<file path="config.mk">
export PLATFORM = sky130hd
export DESIGN_NAME = btsv_ram
export DESIGN_NICKNAME = d
export VERILOG_FILES = /design/src/rtl/core/btsv_ram.sv
export SDC_FILE = /design/constraint.sdc
export NUM_CORES = 1
export LEC_CHECK = 0
export BUFFER_PORTS_ARGS = -buffer_cell sky130_fd_sc_hd__buf_2
export CAP_MARGIN = 20
export CORE_AREA = 2 2 214 216
export DETAILED_ROUTE_END_ITERATION = 10
export DIE_AREA = 0 0 216 218
export MAX_ROUTING_LAYER = met4
export PLACE_DENSITY = 0.66
export SLEW_MARGIN = 20
export SYNTH_ARGS = -nofsm -noshare
export SYNTH_HDL_FRONTEND = slang
export SYNTH_SLANG_ARGS = --single-unit
export TNS_END_PERCENT = 20
</file>
<file path="constraint.sdc">
create_clock -name i_clk -period 2.6 [get_ports i_clk]
set_input_delay 0.26 -clock i_clk [delete_from_list [all_inputs] [get_ports i_clk]]
set_output_delay 0.26 -clock i_clk [all_outputs]
set_load 0.005 [all_outputs]
</file>
<file path="src/rtl/core/btsv_ram.sv">
// ----------------------------------------------------------------------------
// btsv_ram
// Generic single-write, single-read RAM with registered read data.
// ----------------------------------------------------------------------------
module btsv_ram #(
    parameter int WIDTH = 9,
    parameter int DEPTH = 64
) (
    input  logic                                        i_clk,
    input  logic                                        i_we,
    input  logic [((DEPTH > 1) ? $clog2(DEPTH) : 1)-1:0] i_waddr,
    input  logic [WIDTH-1:0]                            i_wdata,
    input  logic [((DEPTH > 1) ? $clog2(DEPTH) : 1)-1:0] i_raddr,
    output logic [WIDTH-1:0]                            o_rdata
);

    logic [WIDTH-1:0] r_mem [DEPTH];
    logic [WIDTH-1:0] r_rdata;

    always_ff @(posedge i_clk) begin
        if (i_we) begin
            r_mem[i_waddr] <= i_wdata;
        end
        r_rdata <= r_mem[i_raddr];
    end

    assign o_rdata = r_rdata;

endmodule

</file>
-- Word-level counts from Yosys, hierarchy flattened
Memories as Yosys holds them, arrays and structs flattened. A register that Yosys moved wholly into a read port is not among the register bits.
Cells that the tools add are included.
- register bits: 0
- bits in writable memories: 576
- input bits: 23
- output and inout bits: 9
- word-level logic and storage cells: 3
- memories kept: 1
- mux-type cells: 2
- memories (name ; depth ; bits a word ; rd ports ; clocked after Yosys merged registers in ; wr ports ; RTL line ; source):
    r_mem ; 64 ; 9 ; 1 ; 1 ; 1 ; 17 ; logic [WIDTH-1:0] r_mem [DEPTH];
- operator list (operator ; count):
    $mux 1 ; 2

-- Logic depth before layout (Yosys ltp)
Gate-level depths: netlist of run 1.
- depth after elaboration: 2
- mapped depth: 9
- depth with buffers taken out: 5

-- Worst setup path after synthesis of run 1
OpenSTA, ideal clock, no wires.
- kind: input to register
- start point: input i_raddr[1] (netlist name)
- end point: register r_rdata[2], in the netlist o_rdata[2] (read register of r_mem)
- arrival time: 1.881 ns
- required time: 2.478 ns
- slack: 0.597 ns
- stages on the path: 7
- cell sequence: buf_2 > buf_2 > clkbuf_1 > mux4_2 > a22oi_1 > nand2_1 > a221o_1
- RTL lines (what ; RTL line ; source):
    start, declared ; 13 ; input logic [((DEPTH > 1) ? $clog2(DEPTH) : 1)-1:0] i_raddr,
    end, declared ; 18 ; logic [WIDTH-1:0] r_rdata;

==> run_results.csv, run 1 <==
group,metric,value,unit
clocking,cts_tree,"done",
critical_path,cp_max_fo,1,
clocking,clock_latency,600,ps
worst_hold_path,hold_start,"i_raddr[5]",
detailed_routing,drt_first_pass_iters,5,
synth,synth_edf_count,576,
synth,syn_area_per_cell,22.2,sq um
timing,finalHoldViolCount,0,
clocking,post_cts_buffers,0,
critical_path,endpoint_kind,"flop",
floorplan,initial_core_util,0.503,
power_and_ir_drop,p_leak,0.00833,uW
place,io_buffers,31,
global_route,antenna_found_initial,4,
critical_path,cp.arrival,2790,ps
critical_path,r2r_start,"r_mem[2][5]$_DFFE_PP_",
synth,yosysSeqAreaShare,0.774,
outcome,status,"complete, no violations",
power_and_ir_drop,p_per_area,743,nW/um^2
detailed_routing,remaining_drc_errors,0,
timing,tightest_slew,737,ps
power_and_ir_drop,ir_worst_vdd,0.449,mV
floorplan,core_area,44900,sq um
global_route,grt_pass1_vias,11063,
detailed_routing,viasPerCell,5.97,
job,cap_violations,0,
worst_hold_path,worstHoldPathType,"in -> reg",
synth,syn_inst,1020,
clocking,cts_hold_buf,0,
floorplan,die_h,218,um
finish,final_nets,1194,
place,routabilityCongestion,0.809,
finish,layout-drive-gt1-share,0.305,
global_route,grt_pass1_wl,73800,um
detailed_routing,drt-initial-drc-count,1235,
clocking,ctsRootBufferMaster,"clkbuf_16",
finish,fill_cells,3279,
synth,synth_nets,1043,
timing,skew,18.7,ps
timing,fmax,436,MHz
critical_path,worst-setup-path-type,"reg -> reg",
floorplan,num_rows,78,
floorplan,fp.dieArea,47100,sq um
timing,fin_crit_sh,0.882,
synth,synth_cell_types,37,
finish,syn2layout_area_growth,14.8,%
timing,fin_crit,2290,ps
critical_path,cp.required,3090,ps
place,dp.cells,1712,
clocking,cts_resized,0,
timing,relSlewSlack,0.509,
place,post-dp-hpwl,31000,um
detailed_routing,drtAntennaViolNets,0,
global_route,grt_start_max_net_pins,65,
timing,setup-tns-final,0,ps
timing,finalSetupViolCount,0,
clocking,clkSlewWorstSetupHoldPaths,60,ps
global_route,overflow,0,
synth,yosys_warnings,0,
finish,stdcell_count,1819,
critical_path,crit_start,"r_mem[2][5]$_DFFE_PP_",
clocking,h-tree-depth,2,
detailed_routing,wire_per_inst,27.1,um
synth,ys_async_sr_fraction,0,
floorplan,io_pins,32,
synth,synthesis.area,22600,sq um
critical_path,startpoint_type,"flop",
floorplan,die_w,216,um
clocking,cts.path.max_buffers,3,
timing,rsz0062_at_grt,"no",
detailed_routing,routed-via-count,10864,
detailed_routing,drt-total-wl,49400,um
clocking,cts_sinks,585,
global_route,grt_usage,0.223,
timing,report.final.slew_viol_count,0,
synth,ys_dominant_reg_cell,"edfxtp_1",
clocking,cts_buffers,57,
synth,ys_seq_elements,585,
[routing by layer]
metal,global-route usage,vias to the layer above,wire length [um]
li1,-,4608,-
met1,0.313,5813,21300
met2,0.346,365,24000
met3,0.0382,78,2990
met4,0.0610,0,1120
met5,-,-,0
[sequential cells by signal, summed over array words and instances, names as in the netlist]
register  count
r_mem       576
o_rdata       9
[path summary, 6_finish.rpt]
path | slack (ps) | end | cells past startpoint
setup / recovery | 310 | o_rdata[5]$_DFF_P_ | 6
hold / removal | 120 | o_rdata[1]$_DFF_P_ | 3
setup reg to reg | 310 | o_rdata[5]$_DFF_P_ | 6
hold reg to reg | 890 | o_rdata[5]$_DFF_P_ | 4
[layout make-up]
class                   count  area (sq um)  share of cell area
repair buffers            146          1150              0.0443
well taps                 600           751              0.0289
clock inverters            25           225             0.00868
multi-input cells         380          4790               0.185
flip-flops and latches    585         17500               0.674
inverters                   1          3.75            0.000145
diodes                      4          10.0            0.000386
clock buffers              78          1540              0.0592
[cell usage in the layout (no fill, tap or decap), types with 17 or more instances in the layout]
cell type,count
mux2i_1,22
clkbuf_1,18
a22oi_1,17
clkbuf_16,57
mux4_2,143
buf_4,107
edfxtp_1,576
buf_2,28
nand2_1,24
nor2_1,70
[through the flow]
stage	setup slack, ps	total power [uW]	instance area (sq um)	utilization	hold WS [ps]
4_1_cts	313	19400	25900	0.578	86.3
2_1_floorplan	597	11200	22600	-	359
6_report	307	19300	25900	0.578	120
5_1_grt	291	19900	25900	0.578	138
3_5_place_dp	155	11700	24200	0.538	665
3_3_place_gp	70.7	11600	24200	0.538	664
[synthesized netlist by cell type, types with 2 or more instances]
library cell | instances | area, sq um
a2111oi_0 | 6 | 52.6
a221o_1 | 3 | 30.0
a211oi_1 | 3 | 22.5
mux4_2 | 143 | 3220
nand3b_1 | 3 | 22.5
buf_12 | 2 | 40.0
o211ai_1 | 5 | 37.5
mux4_1 | 8 | 210
o21ai_1 | 5 | 25.0
buf_6 | 5 | 56.3
o221ai_1 | 5 | 43.8
buf_2 | 14 | 70.1
o21bai_1 | 3 | 22.5
o22ai_1 | 8 | 50.1
nand3_1 | 12 | 60.1
o2111ai_1 | 2 | 17.5
a21oi_1 | 5 | 25.0
nor2b_1 | 14 | 87.6
nor3_1 | 2 | 10.0
nand4_1 | 2 | 12.5
clkbuf_1 | 23 | 86.3
nand2_1 | 24 | 90.1
mux2i_1 | 22 | 220
buf_4 | 9 | 67.6
and2_1 | 4 | 25.0
a22oi_1 | 17 | 128
dfxtp_1 | 9 | 180
nand2b_1 | 6 | 37.5
nor2_1 | 70 | 263
edfxtp_1 | 576 | 17300
mux2_2 | 4 | 45.0
[where the power goes]
| group | switching, uW | internal (uW) | total, uW |
|---|---|---|---|
| sequential | 31.7 | 10400 | 10500 |
| combinational | 587 | 399 | 986 |
| clock | 3320 | 4500 | 7830 |
| total | 3940 | 15300 | 19300 |
[kinds of logic (layout without fill, tap and decap cells)]
group,Yosys count,in the layout,share of synthesized area
other cells,0,4,0
simple gates,141,141,0.0283
buf+inv,55,250,0.0145
compound gates,62,62,0.0201
mux,177,177,0.164
flops,585,585,0.774
[worst max-delay path, cell delays in order (launching register included)]
cell,delay [ps]
edfxtp_1,370
mux4_2,460
nor2b_1,180
a2111oi_0,590
buf_4,220
a2111oi_0,60
a221o_1,300
No activity file was read; power rests on OpenSTA's default activity.
==> run 2: changes to the inputs <==
CORE_AREA = 8 8 220 222   (was 2 2 214 216)
DIE_AREA = 0 0 228 230   (was 0 0 216 218)
==> run_results.csv, run 2 (synthesized netlist as in run 1, its figures left out) <==
group,metric,value,unit
outcome,status,"complete, no violations",
power_and_ir_drop,seqPwrFrac,0.518,
critical_path,endpoint_kind,"flop",
critical_path,path_buf_inv,2,
floorplan,io_pins,32,
power_and_ir_drop,sw_frac_of_total,0.200,
power_and_ir_drop,p_per_area,774,nW/um^2
global_route,antenna_found_initial,2,
detailed_routing,remaining_drc_errors,0,
critical_path,r2r_start,"r_mem[1][8]$_DFFE_PP_",
clocking,clkSlewWorstSetupHoldPaths,60,ps
floorplan,initial_core_util,0.503,
place,post-dp-hpwl,30500,um
critical_path,crit_chain,"mux4_1, nor2b_1, a2111oi_0, buf_4, a2111oi_0, buf_4, a221o_1",
power_and_ir_drop,power_frac_clock,0.433,
finish,fill_cells,3253,
critical_path,reg2reg_to,"o_rdata[8]$_DFF_P_",
job,cap_violations,0,
clocking,cts_hold_buf,0,
global_route,grt_pass1_wl,72400,um
timing,fin_crit_sh,0.875,
detailed_routing,wire_per_inst,27.1,um
global_route,grt_pass1_vias,10829,
power_and_ir_drop,power,20200,uW
timing,report.final.slew_viol_count,0,
timing,setup-tns-final,0,ps
critical_path,r2r_slack,320,ps
critical_path,startpoint_type,"flop",
critical_path,slowest_stage,"mux4_1",
detailed_routing,viasPerCell,5.96,
detailed_routing,routed-via-count,10805,
finish,top_register,"r_mem",
power_and_ir_drop,ir_worst_vdd,0.538,mV
timing,fmax,439,MHz
finish,final_nets,1188,
finish,syn2layout_area_growth,15.6,%
clocking,cts.path.max_buffers,3,
critical_path,cp.arrival,2770,ps
critical_path,crit_start,"r_mem[1][8]$_DFFE_PP_",
detailed_routing,drt_first_pass_iters,5,
global_route,overflow,0,
place,io_buffers,31,
power_and_ir_drop,switchingPower,4050,uW
critical_path,worst-setup-path-type,"reg -> reg",
timing,fin_crit,2280,ps
finish,finish.instance_area,26100,sq um
floorplan,die_w,228,um
worst_hold_path,hold_start,"i_wdata[1]",
place,routabilityCongestion,0.829,
worst_hold_path,holdPathStages,1,
clocking,clock_latency,600,ps
clocking,cts_sinks,585,
power_and_ir_drop,p_int,16200,uW
critical_path,cp_max_fo,1,
clocking,post_cts_buffers,0,
worst_hold_path,min_to,"r_mem[4][1]$_DFFE_PP_",
clocking,cts_tree,"done",
global_route,grt_start_max_net_pins,65,
timing,skew,20.8,ps
critical_path,r2r_cells,7,
global_route,grt_usage,0.192,
clocking,cts_resized,0,
detailed_routing,drtAntennaViolNets,0,
detailed_routing,drt-initial-drc-count,1259,
finish,layout-drive-gt1-share,0.311,
timing,finalSetupViolCount,0,
floorplan,fp.dieArea,52400,sq um
floorplan,core_area,44900,sq um
power_and_ir_drop,p_comb_frac,0.049,
clocking,ctsRootBufferMaster,"clkbuf_16",
timing,relSlewSlack,0.404,
timing,tightest_slew,894,ps
critical_path,cp.required,3090,ps
clocking,cts_buffers,56,
detailed_routing,drt-total-wl,49200,um
power_and_ir_drop,p_leak,0.00843,uW
timing,rsz0062_at_grt,"no",
finish,layout_common_cells,"edfxtp_1 (576), mux4_2 (143), buf_4 (103)",
floorplan,die_h,230,um
timing,finalHoldViolCount,0,
finish,layout_commonest_cell,"edfxtp_1",
clocking,h-tree-depth,2,
critical_path,max_stage_delay,550,ps
floorplan,num_rows,78,
place,placed_area,24100,sq um
finish,largest_reg_flops,576,
worst_hold_path,worstHoldPathType,"in -> reg",
critical_path,crit_family,"compound AO/OA/AOI/OAI gates",
## run 2: cell types whose count changed in the layout (fill, tap and decap cells not counted), sizes merged
| cell | before | now |
|---|---|---|
| buf | 146 | 141 |
| bufinv | 4 | 12 |
| clkbuf | 78 | 74 |
| clkinv | 17 | 16 |
| clkinvlp | 2 | 1 |
| diode | 4 | 1 |
| inv | 3 | 4 |
## run 2: how the worst max path moves through the flow
stage                          to  slack (ps)  cells after the start
2_1_floorplan  o_rdata[2]$_DFF_P_         600                      7
3_3_place_gp   o_rdata[8]$_DFF_P_          90                      8
3_5_place_dp   o_rdata[8]$_DFF_P_          50                      8
4_1_cts        o_rdata[8]$_DFF_P_         280                      7
5_1_grt        o_rdata[8]$_DFF_P_         240                      7
6_report       o_rdata[8]$_DFF_P_         320                      7
## run 2: routing by layer
metal,up-vias,routed length (um),GRT usage
li1,4599,-,-
met3,79,2930,0.0304
met1,5740,21400,0.267
met5,-,0,-
met2,387,23600,0.290
met4,0,1290,0.0634
## run 2: cell type report
cell class                 instances  area [sq um]  share of cell area
antenna                            1          2.50           0.0000958
tap                              600           751              0.0287
clock buffer                      74          1530              0.0586
inverter                           1          3.75            0.000144
clock inverter                    32           470              0.0180
timing repair buffer             141          1100              0.0421
sequential                       585         17500               0.669
multi-input combinational        380          4790               0.183
## run 2: power by group through the flow
stage	sequential, uW	combinational (uW)	clock [uW]
after floorplan	10700	542	0
after global placement	10700	974	0
after detailed placement	10700	988	0
after CTS	10500	990	8890
after global routing	10500	1040	9230
final	10500	981	8760
## run 2: stage by stage
step	hold slack (ps)	utilization	instances	setup slack, ps
floorplan	359	-	1020	597
global placement	635	0.537	1707	89.9
detailed placement	655	0.537	1707	52.3
CTS	11.3	0.582	1813	285
global route	36.0	0.582	1814	236
finish	36.9	0.582	1814	324
## run 2: worst register-to-register path: stages, from the launching register on
cell and delay, ps:
edfxtp_1 360, mux4_1 550, nor2b_1 180, a2111oi_0 450, buf_4 180, a2111oi_0 50
buf_4 160, a221o_1 250
