===== src/rtl/core/btsv_pkg.sv =====
// ----------------------------------------------------------------------------
// btsv_pkg
// Shared types, sizes, opcodes, error codes and type masks of the
// bytecode type-stack verifier.
// ----------------------------------------------------------------------------
package btsv_pkg;

    localparam int STACK_DEPTH = 1024;
    localparam int LOCAL_SLOTS = 64;
    // stack count width: holds 0..STACK_DEPTH
    localparam int SAW = $clog2(STACK_DEPTH + 1);
    // local slot index width
    localparam int LAW = (LOCAL_SLOTS > 1) ? $clog2(LOCAL_SLOTS) : 1;

    localparam logic [31:0] LIMIT_MAX   = 32'd256;
    localparam logic [31:0] RETRY_MAX   = 32'd16;
    localparam logic [31:0] BACKOFF_MAX = 32'd60000;
    localparam logic [31:0] RATE_MAX    = 32'd10000;

    typedef logic [8:0] t_type;
    typedef logic [5:0] t_err;

    localparam t_type T_DOC    = 9'h001;
    localparam t_type T_TEXT   = 9'h002;
    localparam t_type T_STR    = 9'h004;
    localparam t_type T_NULL   = 9'h008;
    localparam t_type T_BOOL   = 9'h010;
    localparam t_type T_I64    = 9'h020;
    localparam t_type T_REC    = 9'h040;
    localparam t_type T_LIST   = 9'h080;
    localparam t_type T_FUT    = 9'h100;
    localparam t_type T_SCALAR = T_TEXT | T_STR | T_NULL | T_BOOL | T_I64;
    localparam t_type T_VALUE  = T_SCALAR | T_REC | T_LIST;
    localparam int    FUT_BIT  = 8;

    localparam logic [7:0] OP_OMNI         = 8'd0;
    localparam logic [7:0] OP_GENESIS      = 8'd1;
    localparam logic [7:0] OP_LIMIT        = 8'd2;
    localparam logic [7:0] OP_RETRY        = 8'd3;
    localparam logic [7:0] OP_BACKOFF      = 8'd4;
    localparam logic [7:0] OP_RATE         = 8'd5;
    localparam logic [7:0] OP_HUNT         = 8'd6;
    localparam logic [7:0] OP_FORK         = 8'd7;
    localparam logic [7:0] OP_CONST        = 8'd8;
    localparam logic [7:0] OP_CONST_NULL   = 8'd9;
    localparam logic [7:0] OP_CONST_BOOL   = 8'd10;
    localparam logic [7:0] OP_CONST_I64    = 8'd11;
    localparam logic [7:0] OP_CONST_RECORD = 8'd12;
    localparam logic [7:0] OP_CONST_LIST   = 8'd13;
    localparam logic [7:0] OP_BIND         = 8'd14;
    localparam logic [7:0] OP_LOAD         = 8'd15;
    localparam logic [7:0] OP_AWAIT        = 8'd16;
    localparam logic [7:0] OP_JOIN         = 8'd17;
    localparam logic [7:0] OP_REAP         = 8'd18;
    localparam logic [7:0] OP_JSON_PATH    = 8'd19;
    localparam logic [7:0] OP_RECORD_SET   = 8'd20;
    localparam logic [7:0] OP_LIST_PUSH    = 8'd21;
    localparam logic [7:0] OP_RECORD_GET   = 8'd22;
    localparam logic [7:0] OP_RECORD_GET_O = 8'd23;
    localparam logic [7:0] OP_LIST_AT      = 8'd24;
    localparam logic [7:0] OP_LIST_AT_O    = 8'd25;
    localparam logic [7:0] OP_BOOL_NOT     = 8'd26;
    localparam logic [7:0] OP_BOOL_AND     = 8'd27;
    localparam logic [7:0] OP_BOOL_OR      = 8'd28;
    localparam logic [7:0] OP_LESS         = 8'd29;
    localparam logic [7:0] OP_LESS_EQUAL   = 8'd30;
    localparam logic [7:0] OP_GREATER      = 8'd31;
    localparam logic [7:0] OP_GREATER_EQ   = 8'd32;
    localparam logic [7:0] OP_EQUAL        = 8'd33;
    localparam logic [7:0] OP_NOT_EQUAL    = 8'd34;
    localparam logic [7:0] OP_COALESCE     = 8'd35;
    localparam logic [7:0] OP_TO_TEXT      = 8'd36;
    localparam logic [7:0] OP_TO_I64       = 8'd37;
    localparam logic [7:0] OP_TO_BOOL      = 8'd38;
    localparam logic [7:0] OP_URL_ENCODE   = 8'd39;
    localparam logic [7:0] OP_URL_JOIN     = 8'd40;
    localparam logic [7:0] OP_HUNT_VALUE   = 8'd41;
    localparam logic [7:0] OP_HOST_CALL    = 8'd42;
    localparam logic [7:0] OP_EMIT         = 8'd43;
    localparam logic [7:0] OP_HALT         = 8'd44;

    localparam t_err E_NONE          = 6'd0;
    localparam t_err E_AFTER_HALT    = 6'd1;
    localparam t_err E_EXEC_NAME     = 6'd2;
    localparam t_err E_GENESIS_TWICE = 6'd3;
    localparam t_err E_CFG_LOCKED    = 6'd4;
    localparam t_err E_LIMIT         = 6'd5;
    localparam t_err E_RETRY         = 6'd6;
    localparam t_err E_BACKOFF       = 6'd7;
    localparam t_err E_RATE          = 6'd8;
    localparam t_err E_NET_EARLY     = 6'd9;
    localparam t_err E_OVERFLOW      = 6'd10;
    localparam t_err E_CONST_EARLY   = 6'd11;
    localparam t_err E_TCONST_EARLY  = 6'd12;
    localparam t_err E_BIND_EMPTY    = 6'd13;
    localparam t_err E_BIND_SLOT     = 6'd14;
    localparam t_err E_LOAD_UNBOUND  = 6'd15;
    localparam t_err E_AWAIT         = 6'd16;
    localparam t_err E_JOIN_COUNT    = 6'd17;
    localparam t_err E_JOIN_TYPE     = 6'd18;
    localparam t_err E_REAP          = 6'd19;
    localparam t_err E_JSON_PATH     = 6'd20;
    localparam t_err E_MUT_COUNT     = 6'd21;
    localparam t_err E_MUT_TYPE      = 6'd22;
    localparam t_err E_REC_READ      = 6'd23;
    localparam t_err E_LIST_READ     = 6'd24;
    localparam t_err E_NOT           = 6'd25;
    localparam t_err E_BOOL_OP       = 6'd26;
    localparam t_err E_ORDER         = 6'd27;
    localparam t_err E_BINARY        = 6'd28;
    localparam t_err E_CONVERT       = 6'd29;
    localparam t_err E_URL_JOIN      = 6'd30;
    localparam t_err E_HUNT_VALUE    = 6'd31;
    localparam t_err E_HOST_NAME     = 6'd32;
    localparam t_err E_HOST_VALUE    = 6'd33;
    localparam t_err E_EMIT          = 6'd34;
    localparam t_err E_HALT_STACK    = 6'd35;
    localparam t_err E_HALT_LOCAL    = 6'd36;
    localparam t_err E_UNKNOWN       = 6'd37;
    localparam t_err E_NO_GENESIS    = 6'd38;
    localparam t_err E_NO_HALT       = 6'd39;

    typedef struct packed {
        logic [7:0]  cmd;
        logic [31:0] operand;
        logic        executor_name_ok;
        logic        adapter_name_ok;
        logic        last;
    } t_in_word;

    typedef struct packed {
        logic        ok;
        logic [5:0]  error_code;
        logic [31:0] error_at;
        logic        done_res;
    } t_out_word;

    typedef enum logic [3:0] {
        CO_HOLD,
        CO_PUSH,
        CO_POP,
        CO_POP2,
        CO_POPSET,
        CO_SET,
        CO_JOIN,
        CO_CLEAR,
        CO_SCAN
    } t_cell_op;

    // broadcast to every stack cell
    typedef struct packed {
        t_cell_op       op;
        t_type          val;
        logic [SAW-1:0] lim;
        logic           chk_missing;
    } t_cell_ctl;

    typedef enum logic [5:0] {
        S_IDLE = 6'b000001,
        S_RUN  = 6'b000010,
        S_LOAD = 6'b000100,
        S_SCAN = 6'b001000,
        S_SCHK = 6'b010000,
        S_FIN  = 6'b100000
    } t_state;

    function automatic logic has(input t_type v, input t_type m);
        return |(v & m);
    endfunction

endpackage


===== src/rtl/core/btsv_cell.sv =====
// ----------------------------------------------------------------------------
// btsv_cell
// One type-stack cell: holds one entry and shifts with its neighbors on
// push and pop; carries a scan flag one cell toward the top per cycle.
// ----------------------------------------------------------------------------
module btsv_cell (
    input  logic                    i_clk,
    input  btsv_pkg::t_cell_ctl     i_ctl,
    input  logic [btsv_pkg::SAW-1:0] i_index,
    input  btsv_pkg::t_type         i_above,
    input  btsv_pkg::t_type         i_below1,
    input  btsv_pkg::t_type         i_below2,
    input  logic                    i_flag_below,
    output btsv_pkg::t_type         o_type,
    output logic                    o_flag
);

    btsv_pkg::t_type r_type;
    btsv_pkg::t_type n_type;
    logic            r_flag;
    logic            n_flag;
    logic            w_top;
    logic            w_win;

    assign w_top = (i_index == '0);
    assign w_win = (i_index < i_ctl.lim);

    always_comb begin
        n_type = r_type;
        n_flag = r_flag;
        unique case (i_ctl.op)
            btsv_pkg::CO_HOLD: ;
            btsv_pkg::CO_PUSH:   n_type = w_top ? i_ctl.val : i_above;
            btsv_pkg::CO_POP:    n_type = i_below1;
            btsv_pkg::CO_POP2:   n_type = i_below2;
            btsv_pkg::CO_POPSET: n_type = w_top ? i_ctl.val : i_below1;
            btsv_pkg::CO_SET: begin
                if (w_top) n_type = i_ctl.val;
            end
            btsv_pkg::CO_JOIN: begin
                if (w_win) n_type = btsv_pkg::T_DOC;
            end
            btsv_pkg::CO_CLEAR:  n_flag = 1'b0;
            // a hit anywhere in the window ripples up to the top cell
            btsv_pkg::CO_SCAN:
                n_flag = (w_win & (r_type[btsv_pkg::FUT_BIT] ^ i_ctl.chk_missing))
                         | i_flag_below;
            default: ;
        endcase
    end

    always_ff @(posedge i_clk) begin
        r_type <= n_type;
        r_flag <= n_flag;
    end

    assign o_type = r_type;
    assign o_flag = r_flag;

endmodule


===== config.mk =====
export PLATFORM = sky130hd
export DESIGN_NAME = btsv_cell
export DESIGN_NICKNAME = d
export VERILOG_FILES = /design/src/rtl/core/btsv_pkg.sv /design/src/rtl/core/btsv_cell.sv
export SDC_FILE = /design/constraint.sdc
export NUM_CORES = 1
export LEC_CHECK = 0
export BUFFER_PORTS_ARGS = -buffer_cell sky130_fd_sc_hd__buf_4
export CORE_MARGIN = 5
export CORE_UTILIZATION = 36
export DETAILED_ROUTE_END_ITERATION = 16
export HOLD_SLACK_MARGIN = 0.03
export PLACE_DENSITY = 0.74
export SYNTH_ARGS = -nofsm -noshare
export SYNTH_HDL_FRONTEND = slang
export SYNTH_SLANG_ARGS = --single-unit

===== constraint.sdc =====
create_clock -name i_clk -period 2.3 [get_ports i_clk]
set_clock_uncertainty 0.15 [all_clocks]
set_input_delay 0.23 -clock i_clk [delete_from_list [all_inputs] [get_ports i_clk]]
set_output_delay 0.23 -clock i_clk [all_outputs]
set_load 0.02 [all_outputs]

Word level (Yosys, flattened, before mapping)

Index checks and enable logic that the tools add are counted.

Flip-flop bits (word level): 10
Output and inout port bits: 10
Word-level logic and storage cells: 26

Equal/unequal tests: 10
Bitwise logic cells: 3
Reduce and logical (&&, ||, !) cells: 4
$lt $le $gt $ge: 1
Muxes and demuxes: 6

Operators with widths:

| cell                                                             | count |
|---|---|
| 9-bit case mux with 6 select lines                               | 1 |
| 9-bit two-way mux                                                | 4 |
| 4-bit by 3-bit == test with 1-bit output (second input constant) | 4 |
| 11-bit zero test                                                 | 1 |
| 11-bit < comparator                                              | 1 |
| 4-bit by 2-bit == test with 1-bit output (second input constant) | 2 |
| 6-bit nonzero test                                               | 1 |
| 4-bit by 1-bit == test with 1-bit output (second input constant) | 1 |
| 4-bit == test (second input constant)                            | 1 |
| 2-bit != test (second input constant)                            | 2 |
| 3-bit AND reduction                                              | 1 |
| 1-bit case mux with 2 select lines                               | 1 |
| 2-bit nonzero test                                               | 1 |
| 1-bit AND                                                        | 1 |
| 1-bit OR                                                         | 1 |
| 1-bit XOR                                                        | 1 |

Depth between registers and ports, before layout

Gate-level depths: netlist of the first run.

Depth in word-level cells: 4
Gate-level depth with buffers: 6

Worst setup path after synthesis of the first run

Ideal clock, no wire load.

Path kind: input to register
Start: input port i_ctl[11] in the netlist's numbering
End: register r_type[0], in the netlist o_type[0] (enable)
Stages: 6
Path buffers: 0
Arrival: 1.694 ns
Required time: 1.769 ns
Slack: 0.075 ns
Cells stage by stage: inv_1 -> ha_1 -> nand4_1 -> o221ai_1 -> a211o_1 -> a41oi_1

Cells in the longest elaborated chain, start to end: 3

RTL lines:

| element                              | line            | source |
|---|---|---|
| start, declared                      | btsv_cell.sv:8  | `input btsv_pkg::t_cell_ctl i_ctl,` |
| 11-bit < comparator                  | btsv_cell.sv:26 | `assign w_win = (i_index < i_ctl.lim);` |
| 2-bit != test (no source line)       | --              |  |
| 3-bit AND reduction (no source line) | --              |  |
| end signal, assigned                 | btsv_cell.sv:53 | `r_type <= n_type;` |
| end, declared                        | btsv_cell.sv:18 | `btsv_pkg::t_type r_type;` |

No other way between the ends.
A chain may end at the register's enable or synchronous reset.

Worst setup path after layout of the first run

Start: input port i_ctl[11] in the netlist's numbering
End: register r_type[5], in the netlist o_type[5] (enable)

Same word-level chain as after synthesis.

==> results.md, run 1 <==
* Status: finished clean
* Peak supply drop at 133 µV
* Final period util at 0.815
* Post_cts resized at 0
* Worst setup EP type: flip-flop
* Met3 Use GR at 0.0489
* DP HPWL at 3.25 mm
* Mean post-synth cell area at 8.07 µm²
* Top delay family on crit path: compound AO/OA/AOI/OAI gates
* Most frequent cells in the layout: buf_4, a21oi_1, o21ai_0
* GRT overflow at 0
* Die ar. at 0.00496 mm²
* Via count at 1525
* Placed Area at 0.00192 mm²
* Seq cells post-synth at 10
* Routability congestion estimate at 0.817
* Crit Path Max Fanout at 9
* Gate Count Post-Synth at 163
* First-pass GRT wire length at 6.68 mm
* Final setup fails at 0
* Slew @ Worst Pin at 0.445 ns
* Yosys warning total at 0
* Pin count of the biggest net entering global routing at 33
* Utilization after layout at 0.546
* Fillers at 360
* Post-CTS setup buffer count at 0
* Syn Std Cell Area at 0.00132 mm²
* Vias in the first global route at 1527
* Pwr dens at 370 mW/mm²
* Initial drt markers at 81
* Number of top-level pins at 75
* Synth cell types at 40
* Num CTS Buffers at 3
* Initial antenna violation count at 0
* Final Non-Filler Cells at 285
* Clock root cell: clkbuf_8
* Routed vias/inst at 5.35
* Fin crit period at 1.87 ns
* HP Start: i_flag_below
* Die X at 70.4 µm
* Commonest non-fill, non-tap cell in the layout: buf_4
* RSZ-0062 raised after global routing: false
* Post-synth EDFFs at 10
* Rows at 22
* Net Count, Synth at 238
* Most Used Layer, Global Route: met2
* Area growth, synth to finish at 49.7%
* # nets final at 313
* Cts hold-fix bufs at 0
* Ys async rst share at 0
* CP most frequent cell: buf_4
* CP max stage delay at 0.31 ns
* Final hold viol count at 0
* Top_reg_cell synth: edfxtp_1
* Worst slew margin at 0.703
* Final WL at 4.11 mm
* Cell leakage power at 0.878 nW
* Clock transition at path regs at 0.05 ns
* Setup TNS at 0 ns
* CTS max path bufs at 2
* Placed insts at 281
* Antenna Nets Post-Route at 0
* M2 GR Usage at 0.280
* H-tree Lvls at 1
* Multi-input logic area at 917 µm²
* Die span in y at 70.4 µm
* Final Slew Violations at 0
* # diodes at 0
* Overall Global Routing Usage at 0.163
* Seq/Total Area, Yosys at 0.228
* Max Cap Viol at 0
* FF+latch area at 300 µm²
* Area of the core at 0.00361 mm²
* Critical Setup Path Class: input port to flip-flop
* CP max-delay cell: ha_1
* Post-DR wirelength/cell at 14.4 µm
* Setup crit start: i_ctl[11]
* CP startpoint kind: input port
* Share of post-route cells with drive strength above 1 at 0.405
* RR Startpoint: o_type[8]$_DFFE_PP_
* DRC errors left at 0
* CP bufs+invs at 3
* WP data required at 2.09 ns
* Highest clock rate at 533 MHz
* # clock sinks at 10
* WP data arrival at 1.66 ns
* Starting density of the core at 0.365
* Grt met1 use at 0.190
* Fin area at 0.00197 mm²
* CTS tree: built
* Worst Hold Margin at 0.172 ns
* Worst-Skew Late Latency at 0.23 ns
* Pre-Repair DR Iteration Count at 4
* Worst hold path type: input port to flip-flop
* Critical path cell sequence: buf_4 -> inv_1 -> ha_1 -> nand4_1 -> o221ai_1 -> a211o_1 -> a41oi_1 -> buf_4
* Port bufs at 74
-- worst paths after layout --
check                                      endpoint  slack (ns)  depth (start not counted)
worst max register to register     o_flag$_DFFE_PP_        1.15                          3
worst min register to register     o_flag$_DFFE_PP_        0.64                          3
worst max-delay path            o_type[5]$_DFFE_PP_        0.43                          8
worst min-delay path               o_flag$_DFFE_PP_        0.17                          3
-- worst reg2reg max path: cells and delay by family (launching register included) --
kind | cells | cell delay [ns]
XOR/XNOR | 1 | 0.17
flip-flops | 1 | 0.42
AO/OA/AOI/OAI | 1 | 0.07
AND/OR/NAND/NOR | 1 | 0.08
-- state kept, by name (all words and copies together) (netlist names) --
| register | count |
|---|---|
| o_flag | 1 |
| o_type | 9 |
-- report_power, final --
| part | switching, mW | leakage (nW) | internal (mW) | total [mW] |
|---|---|---|---|---|
| Clock | 0.0669 | 0.0231 | 0.117 | 0.184 |
| Sequential | 0.00775 | 0.0970 | 0.227 | 0.235 |
| Combinational | 0.151 | 0.758 | 0.159 | 0.310 |
-- logic make-up (layout without fill, tap and decap cells) --
group,count (synthesis),in the layout,synth area share
DFF,10,10,0.228
and+or+nand+nor,45,45,0.194
adders and majority gates,10,10,0.0951
buffers and inverters,22,96,0.0742
muxes,2,2,0.0162
xor gates and xnor gates,2,2,0.0133
AOI/OAI and AO/OA,72,72,0.379
-- synth_stat cells (all sizes together), types with 2 or more instances --
cell type,count,area [µm²]
o221ai,2,17.5
nand3,4,20.0
edfxtp,10,300
nor4,2,25.0
clkbuf,2,7.51
nor3,4,20.0
buf,8,45.0
o22ai,5,62.6
xor2,2,17.5
nor3b,6,56.3
a22oi,8,60.1
inv,12,45.0
o21ai,20,100
ha,10,125
o311ai,4,35.0
a211oi,3,22.5
nor2b,3,18.8
a21oi,19,95.1
nand2,16,60.1
a31oi,2,27.5
a31o,2,17.5
nor2,6,22.5
-- final cells by class --
| type | count | area share |
|---|---|---|
| Sequential cell | 10 | 0.153 |
| Inverter | 12 | 0.0229 |
| Clock buffer | 3 | 0.0210 |
| Clock inverter | 1 | 0.00191 |
| Timing Repair Buffer | 80 | 0.305 |
| Tap cell | 48 | 0.0305 |
| Multi-Input combinational cell | 131 | 0.466 |
-- stage by stage --
| stage | total power [mW] | worst slack (ns) |
|---|---|---|
| floorplan | 0.395 | 0.0746 |
| global placement | 0.545 | 0.226 |
| detailed placement | 0.549 | 0.193 |
| CTS | 0.733 | 0.434 |
| global route | 0.776 | 0.302 |
| finish | 0.728 | 0.426 |
-- layer usage --
layer  up-vias  share of wire
li1        774              -
met1       687           0.39
met2        62           0.49
met3         2           0.11
met4         0         0.0075
met5         -              0
Power figures use the tool's default switching activity.
==> run 2, diff against run 1 <==
Clock period 2.3 ns to 1.5 ns, I/O delays scaled along.
==> results.md, run 2 (synthesis results as in run 1) <==
* WP data required at 1.30 ns (-0.79 ns)
* Share of post-route cells with drive strength above 1 at 0.582 (+0.177)
* Top delay family on crit path: compound AO/OA/AOI/OAI gates
* Cts hold-fix bufs at 0 (unchanged)
* Worst-Skew Late Latency at 0.23 ns (about the same)
* Pre-Repair DR Iteration Count at 4 (unchanged)
* Worst slew margin at 0.733 (+0.0304)
* Area growth, synth to finish at 86.9%
* Total power at 1.27 mW (+75%)
* Utilization after layout at 0.681 (+0.136)
* Routed vias/inst at 5.48 (+2.4%)
* Area of the core at 0.00361 mm² (unchanged)
* Worst setup EP type: flip-flop
* Num CTS Buffers at 3 (unchanged)
* Via count at 1704 (+12%)
* Die X at 70.4 µm (unchanged)
* H-tree Lvls at 1 (unchanged)
* Post-route setup slack at -0.0590 ns (-0.485 ns)
* GRT overflow at 0 (unchanged)
* Pin count of the biggest net entering global routing at 17 (-48%)
* Critical path cell sequence: buf_4 -> ha_4 -> a21oi_2 -> nor3_1 -> a211o_1 -> a41oi_4 -> buf_12
* Clock transition at path regs at 0.05 ns (about the same)
* Failing checks: negative setup slack
* Most frequent cells in the layout: buf_4, o21ai_0, nand2_1
* CP max stage delay at 0.31 ns (about the same)
* First-pass GRT wire length at 7.81 mm (+17%)
* Worst Hold Margin at 0.0981 ns (-0.0735 ns)
* Fin area at 0.00246 mm² (+25%)
* CTS tree: built
* Fin crit period at 1.56 ns
* Highest clock rate at 641 MHz
* Placed Area at 0.00228 mm² (+19%)
* Clock root cell: clkbuf_8
* Commonest non-fill, non-tap cell in the layout: buf_4
* Crit Path Max Fanout at 9 (unchanged)
* Max reg flops at 9 (unchanged)
* Cell leakage power at 1.04 nW (+18%)
* Antenna Nets Post-Route at 0 (unchanged)
* WP data arrival at 1.36 ns (-0.30 ns)
* # diodes at 0 (unchanged)
* Final hold viol count at 0 (unchanged)
* RSZ-0062 raised after global routing: true
* CTS max path bufs at 2 (unchanged)
* Initial drt markers at 163 (+100%)
* # clock sinks at 10 (unchanged)
* CP startpoint kind: input port
* Status: finished with violations
* Peak supply drop at 271 µV (+100%)
* Critical Setup Path Class: input port to flip-flop
* # nets final at 339 (+8.3%)
* Port bufs at 74 (unchanged)
* Final period util at 1.04
* Routability congestion estimate at 0.806 (-1.4%)
* Max Cap Viol at 0 (unchanged)
* Rows at 22 (unchanged)
* DP HPWL at 3.93 mm (+21%)
* Overall Global Routing Usage at 0.193 (+0.0300)
* CP bufs+invs at 2 (-1)
* DRC errors left at 0 (unchanged)
* Final setup fails at 12 (+12)
* Pwr dens at 518 mW/mm² (+40%)
* CP max-delay cell: a211o_1
* Vias in the first global route at 1730 (+13%)
* Starting density of the core at 0.365 (unchanged)
* Number of top-level pins at 75 (unchanged)
* Die ar. at 0.00496 mm² (unchanged)
* Slew @ Worst Pin at 0.400 ns (-0.0452 ns)
* Final Slew Violations at 0 (unchanged)
* Initial antenna violation count at 0 (unchanged)
* Final WL at 4.99 mm (+21%)
* Worst hold path type: input port to flip-flop
* Die span in y at 70.4 µm (unchanged)
* Post-DR wirelength/cell at 16.0 µm (+11%)
-- run 2: cell types whose count changed in the layout (fill, tap and decap cells not counted), sizes merged --
cell	before	now
buf	80	106
-- run 2: repair_timing --
action / in CTS / in global routing
pin swaps: 0 / 6
resized for setup: 13 / 15
setup buffers: 0 / 1
endpoints found under the setup margin: 10 / 17
cloned: 0 / 0
-- run 2: power by group --
| part | switching (mW) | total (mW) | leakage (nW) | internal, mW |
|---|---|---|---|---|
| clock | 0.104 | 0.283 | 0.0231 | 0.179 |
| sequential | 0.0119 | 0.360 | 0.0970 | 0.348 |
| combinational | 0.288 | 0.631 | 0.918 | 0.343 |
-- run 2: per-layer routing --
metal  up-vias  wire length (µm)  track usage
li1        828                 -            -
met1       796              2010        0.240
met2        76              2550        0.339
met3         4               396       0.0331
met4         0                31       0.0532
met5         -                 0            0
-- run 2: stage by stage --
| stage | cells | setup TNS, ns | worst slack (ns) |
|---|---|---|---|
| 6_report | 311 | -0.606 | -0.0590 |
| 3_5_place_dp | 306 | -4.97 | -0.340 |
| 3_3_place_gp | 306 | -4.50 | -0.315 |
| 2_1_floorplan | 163 | -1.22 | -0.136 |
| 5_1_grt | 311 | -1.42 | -0.123 |
| 4_1_cts | 310 | -0.525 | -0.0597 |
-- run 2: area by class of cell --
type / instances / area (µm²)
fill: 306 / 1150
multi-input combinational: 131 / 1120
timing repair buffer: 106 / 877
sequential: 10 / 300
tap: 48 / 60.1
inverter: 12 / 52.6
clock buffer: 3 / 41.3
clock inverter: 1 / 3.75
-- run 2: path summary, 6_finish.rpt --
check | cells after the start | start | end | slack (ns)
hold / removal | 3 | i_flag_below | o_flag$_DFFE_PP_ | 0.1
hold reg to reg | 3 | o_type[8]$_DFFE_PP_ | o_flag$_DFFE_PP_ | 0.62
setup reg to reg | 3 | o_type[8]$_DFFE_PP_ | o_flag$_DFFE_PP_ | 0.37
setup / recovery | 7 | i_index[4] | o_type[8]$_DFFE_PP_ | -0.06
-- run 2: worst register-to-register path, delay by kind of cell (launching register included) --
| kind | cells | cell delay, ns |
|---|---|---|
| AOI/OAI and AO/OA | 1 | 0.07 |
| DFF | 1 | 0.42 |
| xor gates and xnor gates | 1 | 0.17 |
| and+or+nand+nor | 1 | 0.08 |
